[src/rtl/core/pwsr_pkg.sv]
// Shared types and constants for the pulse width serial receiver.
`timescale 1ns / 1ps

package pwsr_pkg;

    localparam int COUNT_WIDTH_DEF = 8;
    localparam int CFG_INDEX_W     = 3;
    localparam int BYTE_W          = 8;
    localparam int BIT_IDX_W       = 3;

    localparam logic [BYTE_W-1:0]    STOP_PATTERN = 8'h80;
    localparam logic [BIT_IDX_W-1:0] LAST_BIT_IDX = 3'd7;

    localparam logic [BYTE_W-1:0] ONE_LOW_MIN_RST     = 8'd12;
    localparam logic [BYTE_W-1:0] ONE_LOW_MAX_RST     = 8'd24;
    localparam logic [BYTE_W-1:0] ZERO_LOW_MIN_RST    = 8'd44;
    localparam logic [BYTE_W-1:0] ZERO_LOW_MAX_RST    = 8'd64;
    localparam logic [BYTE_W-1:0] IDLE_HIGH_LIMIT_RST = 8'd64;

    typedef enum logic [CFG_INDEX_W-1:0] {
        REG_ONE_LOW_MIN     = 3'd0,
        REG_ONE_LOW_MAX     = 3'd1,
        REG_ZERO_LOW_MIN    = 3'd2,
        REG_ZERO_LOW_MAX    = 3'd3,
        REG_IDLE_HIGH_LIMIT = 3'd4
    } cfg_reg_index_t;

    typedef enum logic [1:0] {
        PH_WAIT      = 2'd0,
        PH_LOW       = 2'd1,
        PH_HIGH_GOOD = 2'd2,
        PH_HIGH_BAD  = 2'd3
    } phase_t;

    typedef enum logic [1:0] {
        KIND_DATA  = 2'd0,
        KIND_GOOD  = 2'd1,
        KIND_ERROR = 2'd2
    } result_kind_t;

    typedef struct packed {
        logic [BYTE_W-1:0] one_low_min;
        logic [BYTE_W-1:0] one_low_max;
        logic [BYTE_W-1:0] zero_low_min;
        logic [BYTE_W-1:0] zero_low_max;
        logic [BYTE_W-1:0] idle_high_limit;
    } pwsr_cfg_t;

    typedef struct packed {
        logic              emit;
        result_kind_t      kind;
        logic [BYTE_W-1:0] data;
    } pwsr_result_t;

endpackage

[src/rtl/core/pulse_width_serial_receiver_core.sv]
// A result appears on m_* the cycle after the sample that causes it.
// Throughput: one line sample per cycle; the single result register between
// the decoder and the m_ channel stalls input only while a result waits.
// Reset (aresetn low, synchronous) returns thresholds to their defaults,
// puts the decoder in wait-for-low and empties the result register.
`timescale 1ns / 1ps

module pulse_width_serial_receiver_core
    import pwsr_pkg::*;
#(
    parameter int COUNT_WIDTH = COUNT_WIDTH_DEF
) (
    input  logic                   aclk,
    input  logic                   aresetn,
    input  logic                   s_valid,
    output logic                   s_ready,
    input  logic                   s_line_level,
    output logic                   m_valid,
    input  logic                   m_ready,
    output logic [1:0]             m_result_kind,
    output logic [BYTE_W-1:0]      m_data_byte,
    input  logic                   cfg_valid,
    output logic                   cfg_ready,
    input  logic [CFG_INDEX_W-1:0] cfg_index,
    input  logic [BYTE_W-1:0]      cfg_data
);

    pwsr_cfg_t    cfg;
    pwsr_result_t result;
    logic         take_ok;
    logic         s_xfer;

    assign s_ready = take_ok;
    assign s_xfer  = s_valid && take_ok;

    pwsr_cfg u_cfg (
        .aclk      (aclk),
        .aresetn   (aresetn),
        .cfg_valid (cfg_valid),
        .cfg_ready (cfg_ready),
        .cfg_index (cfg_index),
        .cfg_data  (cfg_data),
        .cfg       (cfg)
    );

    pwsr_decode #(
        .COUNT_WIDTH (COUNT_WIDTH)
    ) u_decode (
        .aclk       (aclk),
        .aresetn    (aresetn),
        .sample_en  (s_xfer),
        .line_level (s_line_level),
        .cfg        (cfg),
        .result     (result)
    );

    pwsr_out u_out (
        .aclk          (aclk),
        .aresetn       (aresetn),
        .load          (s_xfer),
        .result        (result),
        .take_ok       (take_ok),
        .m_valid       (m_valid),
        .m_ready       (m_ready),
        .m_result_kind (m_result_kind),
        .m_data_byte   (m_data_byte)
    );

endmodule

[src/rtl/core/pwsr_cfg.sv]
// Configuration register file for the pulse width serial receiver.
`timescale 1ns / 1ps

module pwsr_cfg
    import pwsr_pkg::*;
(
    input  logic                   aclk,
    input  logic                   aresetn,
    input  logic                   cfg_valid,
    output logic                   cfg_ready,
    input  logic [CFG_INDEX_W-1:0] cfg_index,
    input  logic [BYTE_W-1:0]      cfg_data,
    output pwsr_cfg_t              cfg
);

    pwsr_cfg_t cfg_reg;

    assign cfg_ready = 1'b1;
    assign cfg     = cfg_reg;

    always_ff @(posedge aclk) begin
        if (!aresetn) begin
            cfg_reg.one_low_min     <= ONE_LOW_MIN_RST;
            cfg_reg.one_low_max     <= ONE_LOW_MAX_RST;
            cfg_reg.zero_low_min    <= ZERO_LOW_MIN_RST;
            cfg_reg.zero_low_max    <= ZERO_LOW_MAX_RST;
            cfg_reg.idle_high_limit <= IDLE_HIGH_LIMIT_RST;
        end else if (cfg_valid) begin
            // indexes past the list are dropped
            case (cfg_index)
                REG_ONE_LOW_MIN:     cfg_reg.one_low_min     <= cfg_data;
                REG_ONE_LOW_MAX:     cfg_reg.one_low_max     <= cfg_data;
                REG_ZERO_LOW_MIN:    cfg_reg.zero_low_min    <= cfg_data;
                REG_ZERO_LOW_MAX:    cfg_reg.zero_low_max    <= cfg_data;
                REG_IDLE_HIGH_LIMIT: cfg_reg.idle_high_limit <= cfg_data;
                default: ;
            endcase
        end
    end

endmodule

[src/rtl/core/pwsr_decode.sv]
// Pulse timing, bit classification and byte assembly state.
`timescale 1ns / 1ps

module pwsr_decode
    import pwsr_pkg::*;
#(
    parameter int COUNT_WIDTH = COUNT_WIDTH_DEF
) (
    input  logic         aclk,
    input  logic         aresetn,
    input  logic         sample_en,
    input  logic         line_level,
    input  pwsr_cfg_t    cfg,
    output pwsr_result_t result
);

    localparam int CMP_W = (COUNT_WIDTH > BYTE_W) ? COUNT_WIDTH : BYTE_W;
    localparam logic [COUNT_WIDTH-1:0] COUNT_MAX = {COUNT_WIDTH{1'b1}};
    localparam logic [COUNT_WIDTH-1:0] COUNT_ONE = {{(COUNT_WIDTH-1){1'b0}}, 1'b1};

    phase_t                 phase_reg,     phase_next;
    logic [COUNT_WIDTH-1:0] tick_reg,      tick_next;
    logic [BIT_IDX_W-1:0]   bit_idx_reg,   bit_idx_next;
    logic [BYTE_W-1:0]      shift_reg,     shift_next;
    logic                   err_reg,       err_next;
    logic                   last_bit_reg,  last_bit_next;

    logic [COUNT_WIDTH-1:0] tick_inc;
    logic [CMP_W-1:0]       t_ext;
    logic [CMP_W-1:0]       one_min_ext, one_max_ext, zero_min_ext, zero_max_ext, idle_ext;
    logic                   is_one, is_zero;
    logic                   check_idle;
    logic                   good;

    assign tick_inc = (tick_reg == COUNT_MAX) ? tick_reg : tick_reg + COUNT_ONE;

    assign t_ext        = CMP_W'(tick_reg);
    assign one_min_ext  = CMP_W'(cfg.one_low_min);
    assign one_max_ext  = CMP_W'(cfg.one_low_max);
    assign zero_min_ext = CMP_W'(cfg.zero_low_min);
    assign zero_max_ext = CMP_W'(cfg.zero_low_max);
    assign idle_ext     = CMP_W'(cfg.idle_high_limit);

    assign is_one  = (one_min_ext <= t_ext) && (t_ext <= one_max_ext);
    assign is_zero = (zero_min_ext <= t_ext) && (t_ext <= zero_max_ext);

    always_comb begin
        phase_next    = phase_reg;
        tick_next     = tick_reg;
        bit_idx_next  = bit_idx_reg;
        shift_next    = shift_reg;
        err_next      = err_reg;
        last_bit_next = last_bit_reg;
        check_idle    = 1'b0;
        good          = 1'b0;
        result.emit   = 1'b0;
        result.kind   = KIND_DATA;
        result.data   = '0;

        unique case (phase_reg)
            PH_WAIT: begin
                if (!line_level) begin
                    phase_next = PH_LOW;
                    tick_next  = COUNT_ONE;
                end
            end
            PH_LOW: begin
                if (!line_level) begin
                    tick_next = tick_inc;
                end else begin
                    // a low inside both windows is a one
                    if (is_one) begin
                        shift_next    = shift_reg | (STOP_PATTERN >> bit_idx_reg);
                        last_bit_next = 1'b1;
                        phase_next    = PH_HIGH_GOOD;
                    end else if (is_zero) begin
                        last_bit_next = 1'b0;
                        phase_next    = PH_HIGH_GOOD;
                    end else begin
                        err_next   = 1'b1;
                        phase_next = PH_HIGH_BAD;
                    end
                    tick_next  = COUNT_ONE;
                    check_idle = 1'b1;
                end
            end
            PH_HIGH_GOOD, PH_HIGH_BAD: begin
                if (line_level) begin
                    tick_next  = tick_inc;
                    check_idle = 1'b1;
                end else begin
                    if (phase_reg == PH_HIGH_GOOD) begin
                        if (bit_idx_reg == LAST_BIT_IDX) begin
                            if (!err_reg) begin
                                result.emit = 1'b1;
                                result.kind = KIND_DATA;
                                result.data = shift_reg;
                            end
                            shift_next   = '0;
                            bit_idx_next = '0;
                        end else begin
                            bit_idx_next = bit_idx_reg + 1'b1;
                        end
                    end else begin
                        // drop the partial byte after a corrupt bit
                        shift_next   = '0;
                        bit_idx_next = '0;
                    end
                    phase_next = PH_LOW;
                    tick_next  = COUNT_ONE;
                end
            end
            default: ;
        endcase

        if (check_idle && (CMP_W'(tick_next) > idle_ext)) begin
            good = (phase_next == PH_HIGH_GOOD) && (bit_idx_next == '0) &&
                   last_bit_next && !err_next;
            result.emit   = 1'b1;
            result.kind   = good ? KIND_GOOD : KIND_ERROR;
            result.data   = '0;
            phase_next    = PH_WAIT;
            tick_next     = '0;
            bit_idx_next  = '0;
            shift_next    = '0;
            err_next      = 1'b0;
            last_bit_next = 1'b0;
        end
    end

    always_ff @(posedge aclk) begin
        if (!aresetn) begin
            phase_reg    <= PH_WAIT;
            tick_reg     <= '0;
            bit_idx_reg  <= '0;
            shift_reg    <= '0;
            err_reg      <= 1'b0;
            last_bit_reg <= 1'b0;
        end else if (sample_en) begin
            phase_reg    <= phase_next;
            tick_reg     <= tick_next;
            bit_idx_reg  <= bit_idx_next;
            shift_reg    <= shift_next;
            err_reg      <= err_next;
            last_bit_reg <= last_bit_next;
        end
    end

endmodule

[src/rtl/core/pwsr_out.sv]
// Result register between the decoder and the result channel.
`timescale 1ns / 1ps

module pwsr_out
    import pwsr_pkg::*;
(
    input  logic              aclk,
    input  logic              aresetn,
    input  logic              load,
    input  pwsr_result_t      result,
    output logic              take_ok,
    output logic              m_valid,
    input  logic              m_ready,
    output logic [1:0]        m_result_kind,
    output logic [BYTE_W-1:0] m_data_byte
);

    logic              valid_reg;
    result_kind_t      kind_reg;
    logic [BYTE_W-1:0] data_reg;

    // a new sample may enter when the slot is empty or drains this cycle
    assign take_ok       = !valid_reg || m_ready;
    assign m_valid       = valid_reg;
    assign m_result_kind = kind_reg;
    assign m_data_byte   = data_reg;

    always_ff @(posedge aclk) begin
        if (!aresetn) begin
            valid_reg <= 1'b0;
        end else if (load && result.emit) begin
            valid_reg <= 1'b1;
        end else if (m_ready) begin
            valid_reg <= 1'b0;
        end
    end

    always_ff @(posedge aclk) begin
        if (load && result.emit) begin
            kind_reg <= result.kind;
            data_reg <= result.data;
        end
    end

endmodule

[config.mk]
export PLATFORM = sky130hd
export DESIGN_NAME = pulse_width_serial_receiver_core
export DESIGN_NICKNAME = d
export VERILOG_FILES = /design/src/rtl/core/pwsr_pkg.sv /design/src/rtl/core/pulse_width_serial_receiver_core.sv /design/src/rtl/core/pwsr_cfg.sv /design/src/rtl/core/pwsr_decode.sv /design/src/rtl/core/pwsr_out.sv
export SDC_FILE = /design/constraint.sdc
export NUM_CORES = 1
export LEC_CHECK = 0
export BUFFER_PORTS_ARGS = -buffer_cell sky130_fd_sc_hd__buf_2
export CORE_UTILIZATION = 45
export DETAILED_ROUTE_END_ITERATION = 8
export PLACE_DENSITY = 0.62
export SLEW_MARGIN = 20
export SYNTH_ARGS = -nofsm -noshare
export SYNTH_HDL_FRONTEND = slang
export SYNTH_SLANG_ARGS = --single-unit
[constraint.sdc]
create_clock -name aclk -period 3.6 [get_ports aclk]
set_clock_uncertainty 0.15 [all_clocks]
set_input_delay 0.72 -clock aclk [delete_from_list [all_inputs] [get_ports aclk]]
set_output_delay 0.72 -clock aclk [all_outputs]
set_load 0.005 [all_outputs]
==> reports/summary.txt <==
Synth Instances -> 498
H-Tree Depth -> 3
Worst slew margin -> 0.560
slowest CP cell -> dfxtp_1
Crit Reg-Reg Startpoint -> u_decode.t_ext[1]
Vias/cell -> 5.55
Critical Path Sink Type -> flop
Final Hold Vio Count -> 0
Yosys top cell by area -> dfxtp_1
num rows -> 35
Starting Density -> 0.462
nets -> 590
clk_lat worst skew -> 360 ps
placer congestion estimate -> 0.855
first-pass detailed-route iteration total -> 4
CTS tree -> built
vias -> 3564
internal power -> 1.30 mW
Synth top cells by count -> 92 x nand2_1, 64 x dfxtp_1, 47 x ha_1
fmax -> 0.307 GHz
Post-DP Area -> 4480 um^2
largest family of logic cells by synthesized area -> simple AND/OR/NAND/NOR gates
synthesized area per cell -> 8.53 um^2
area grow syn2layout -> 10.5%
share of the synthesized area in the top cell type -> 0.301
Slew Viols, Final -> 0
Final setup viols -> 0
Final ANT Viol Nets -> 0
Crit Path Class -> flop to flop
Yosys cell types -> 53
area share of xor/xnor cells in the synthesized design -> 0
sequential group share of total power -> 0.494
Filler cells -> 895
CTS clk-pin slew, worst paths -> 80 ps
final instance area -> 4690 um^2
mux cell area share after synthesis -> 0
layout cell share with drive strength beyond 1 -> 0.128
Adder-Cell Fraction of Synth Area -> 0.138
maxcap violations -> 0
DR WL/cell -> 15.7 um
clock share of power -> 0.412
first-pass GRT wire length -> 16.7 mm
minimum hold slack -> 315 ps
antenna violations before repair -> 0
Seq/Total Area, Yosys -> 0.372
uppermost layer routed -> met4
Pwr Density -> 373 nW/um^2
Crit path required time -> 3740 ps
WL met3 -> 436 um
Hold Path Class -> flop to flop
outcome -> finished clean
IO buf count -> 28
simple-gate area share of the yosys netlist -> 0.230
1st-iter DRT viols -> 222
Post-synth EDFFs -> 10
Die ar. -> 9840 um^2
crit-path max cell delay -> 450 ps
GRT Util Overall -> 0.220
Die Width -> 99.2 um
Tmin final -> 3250 ps
met2 WL -> 4.41 mm
most numerous cell in the Yosys netlist -> nand2_1
Yosys reg bits -> 74
Post-Route M1 WL -> 4.97 mm
Multi-input gate area -> 2410 um^2
Largest register FFs -> 40
CTS buffer count -> 9
Sw Ratio -> 0.257
Compound-Gate Fraction of Synth Area -> 0.198
ant diodes -> 0
Synth area leaders -> dfxtp_1 30%, ha_1 14%, nand2_1 8.1%
Primary FF master, synth -> dfxtp_1
# IOs -> 30
FFs w/ async S/R, synth -> 0
vias in the first global route -> 3321
Reg area -> 1580 um^2
dpl hpwl -> 7.42 mm
Post-CTS Setup Inserts -> 0
largest net degree at the start of global routing -> 58
Clock Tree Buf Depth -> 2
Num Clock Sinks -> 74
Core ar. -> 9200 um^2
combinational power share -> 0.094
Final Non-Filler Cells -> 642
min-delay src -> u_decode.shift_reg[1]
Post-Syn Area -> 4250 um^2
critical path arrival -> 3390 ps
CTS Root Cell -> clkbuf_8
drc violations -> 0
fin crit share -> 0.904
worst vdd ir -> 0.000192 V
CP Launch Type -> flop
Final TNS setup -> 0 ps
Least-Margin Pin Slew -> 658 ps
Crit. Startpoint -> u_decode.t_ext[1]
# placed instances -> 626
# hold bufs at CTS -> 0
Psw -> 450 uW
global route total overflow -> 0
critical path cell sequence -> ha_1, and4_1, nand2_1, nand3_1, a21oi_1, nor2_1, ha_1, a211oi_1, o21bai_1, a21oi_4, and4_1, nand3_1, a21oi_1
final wirelength -> 10.1 mm
syn nets -> 562
LEAKAGE -> 1.77 nW
Post-CTS Resized -> 0
CP max FO -> 8
RSZ-0062 raised after global routing -> no
yosys warns -> 0
Die Height -> 99.2 um
==> worst paths after layout <==
path	endpoint	slack, ps	cells past startpoint
worst max register to register	u_decode.shift_reg[3]	350	13
worst min-delay path	u_decode.shift_reg[1]	310	2
worst min register to register	u_decode.shift_reg[1]	310	2
worst max-delay path	u_decode.shift_reg[3]	350	13
==> stage by stage <==
step                      power, mW  worst slack, ps   util
after floorplan               0.999              230      -
after global placement         1.04              265  0.487
after detailed placement       1.05              174  0.487
after CTS                      1.76              402  0.510
after global routing           1.83              151  0.510
final                          1.75              347  0.510
==> layout make-up <==
class	instances	area share
Tap cell	111	0.0296
Sequential cell	74	0.337
Multi-Input combinational cell	366	0.514
Clock buffer	9	0.0264
Clock inverter	7	0.0200
Timing Repair Buffer	35	0.0410
Inverter	40	0.0320
==> critical path, delay by kind of cell (launching register included) <==
family / cells / cell delay, ps
adder cells (fa/ha/maj): 2 / 550
AO/OA/AOI/OAI: 5 / 850
AND/OR/NAND/NOR: 6 / 1150
flip-flops: 1 / 450
==> power groups by stage <==
stage	Sequential (mW)	Combinational, mW	Clock [mW]
final	0.864	0.165	0.721
after global routing	0.867	0.185	0.782
after CTS	0.864	0.164	0.734
after detailed placement	0.884	0.164	0
after global placement	0.883	0.160	0
after floorplan	0.876	0.124	0
==> kinds of logic (layout without fill, tap and decap cells) <==
family / after synthesis / after routing
buffers and inverters: 58 / 91
AND/OR/NAND/NOR: 195 / 195
AO/OA/AOI/OAI: 123 / 123
flip-flops: 74 / 74
adder cells (fa/ha/maj): 47 / 47
other: 1 / 1
==> placed cells by master, fill, tap and decap left out, drive strengths merged, types with 2 or more instances in the layout <==
cell | synthesis | layout
nor2b | 14 | 14
nor4 | 2 | 2
clkinvlp | 0 | 2
nor4b | 2 | 2
and3 | 5 | 5
a21boi | 37 | 37
inv | 40 | 40
a31oi | 5 | 5
a32o | 2 | 2
nand4 | 12 | 12
nor2 | 23 | 23
buf | 6 | 35
and2 | 9 | 9
o21ai | 10 | 10
clkbuf | 12 | 9
dfxtp | 64 | 64
edfxtp | 10 | 10
a22oi | 7 | 7
nand2 | 94 | 94
ha | 47 | 47
nand3b | 2 | 2
nand2b | 4 | 4
a21oi | 39 | 39
o21a | 2 | 2
bufinv | 0 | 2
o211ai | 10 | 10
and3b | 2 | 2
and4 | 2 | 2
nand3 | 20 | 20
clkinv | 0 | 3
o22ai | 4 | 4
==> per-layer routing <==
layer  vias to the layer above  track usage
li1                       1790            -
met1                      1665        0.303
met2                        87        0.340
met3                        22       0.0436
met4                         0       0.0882
met5                         -            0
Note: power is estimated with default switching activity, not from simulation.
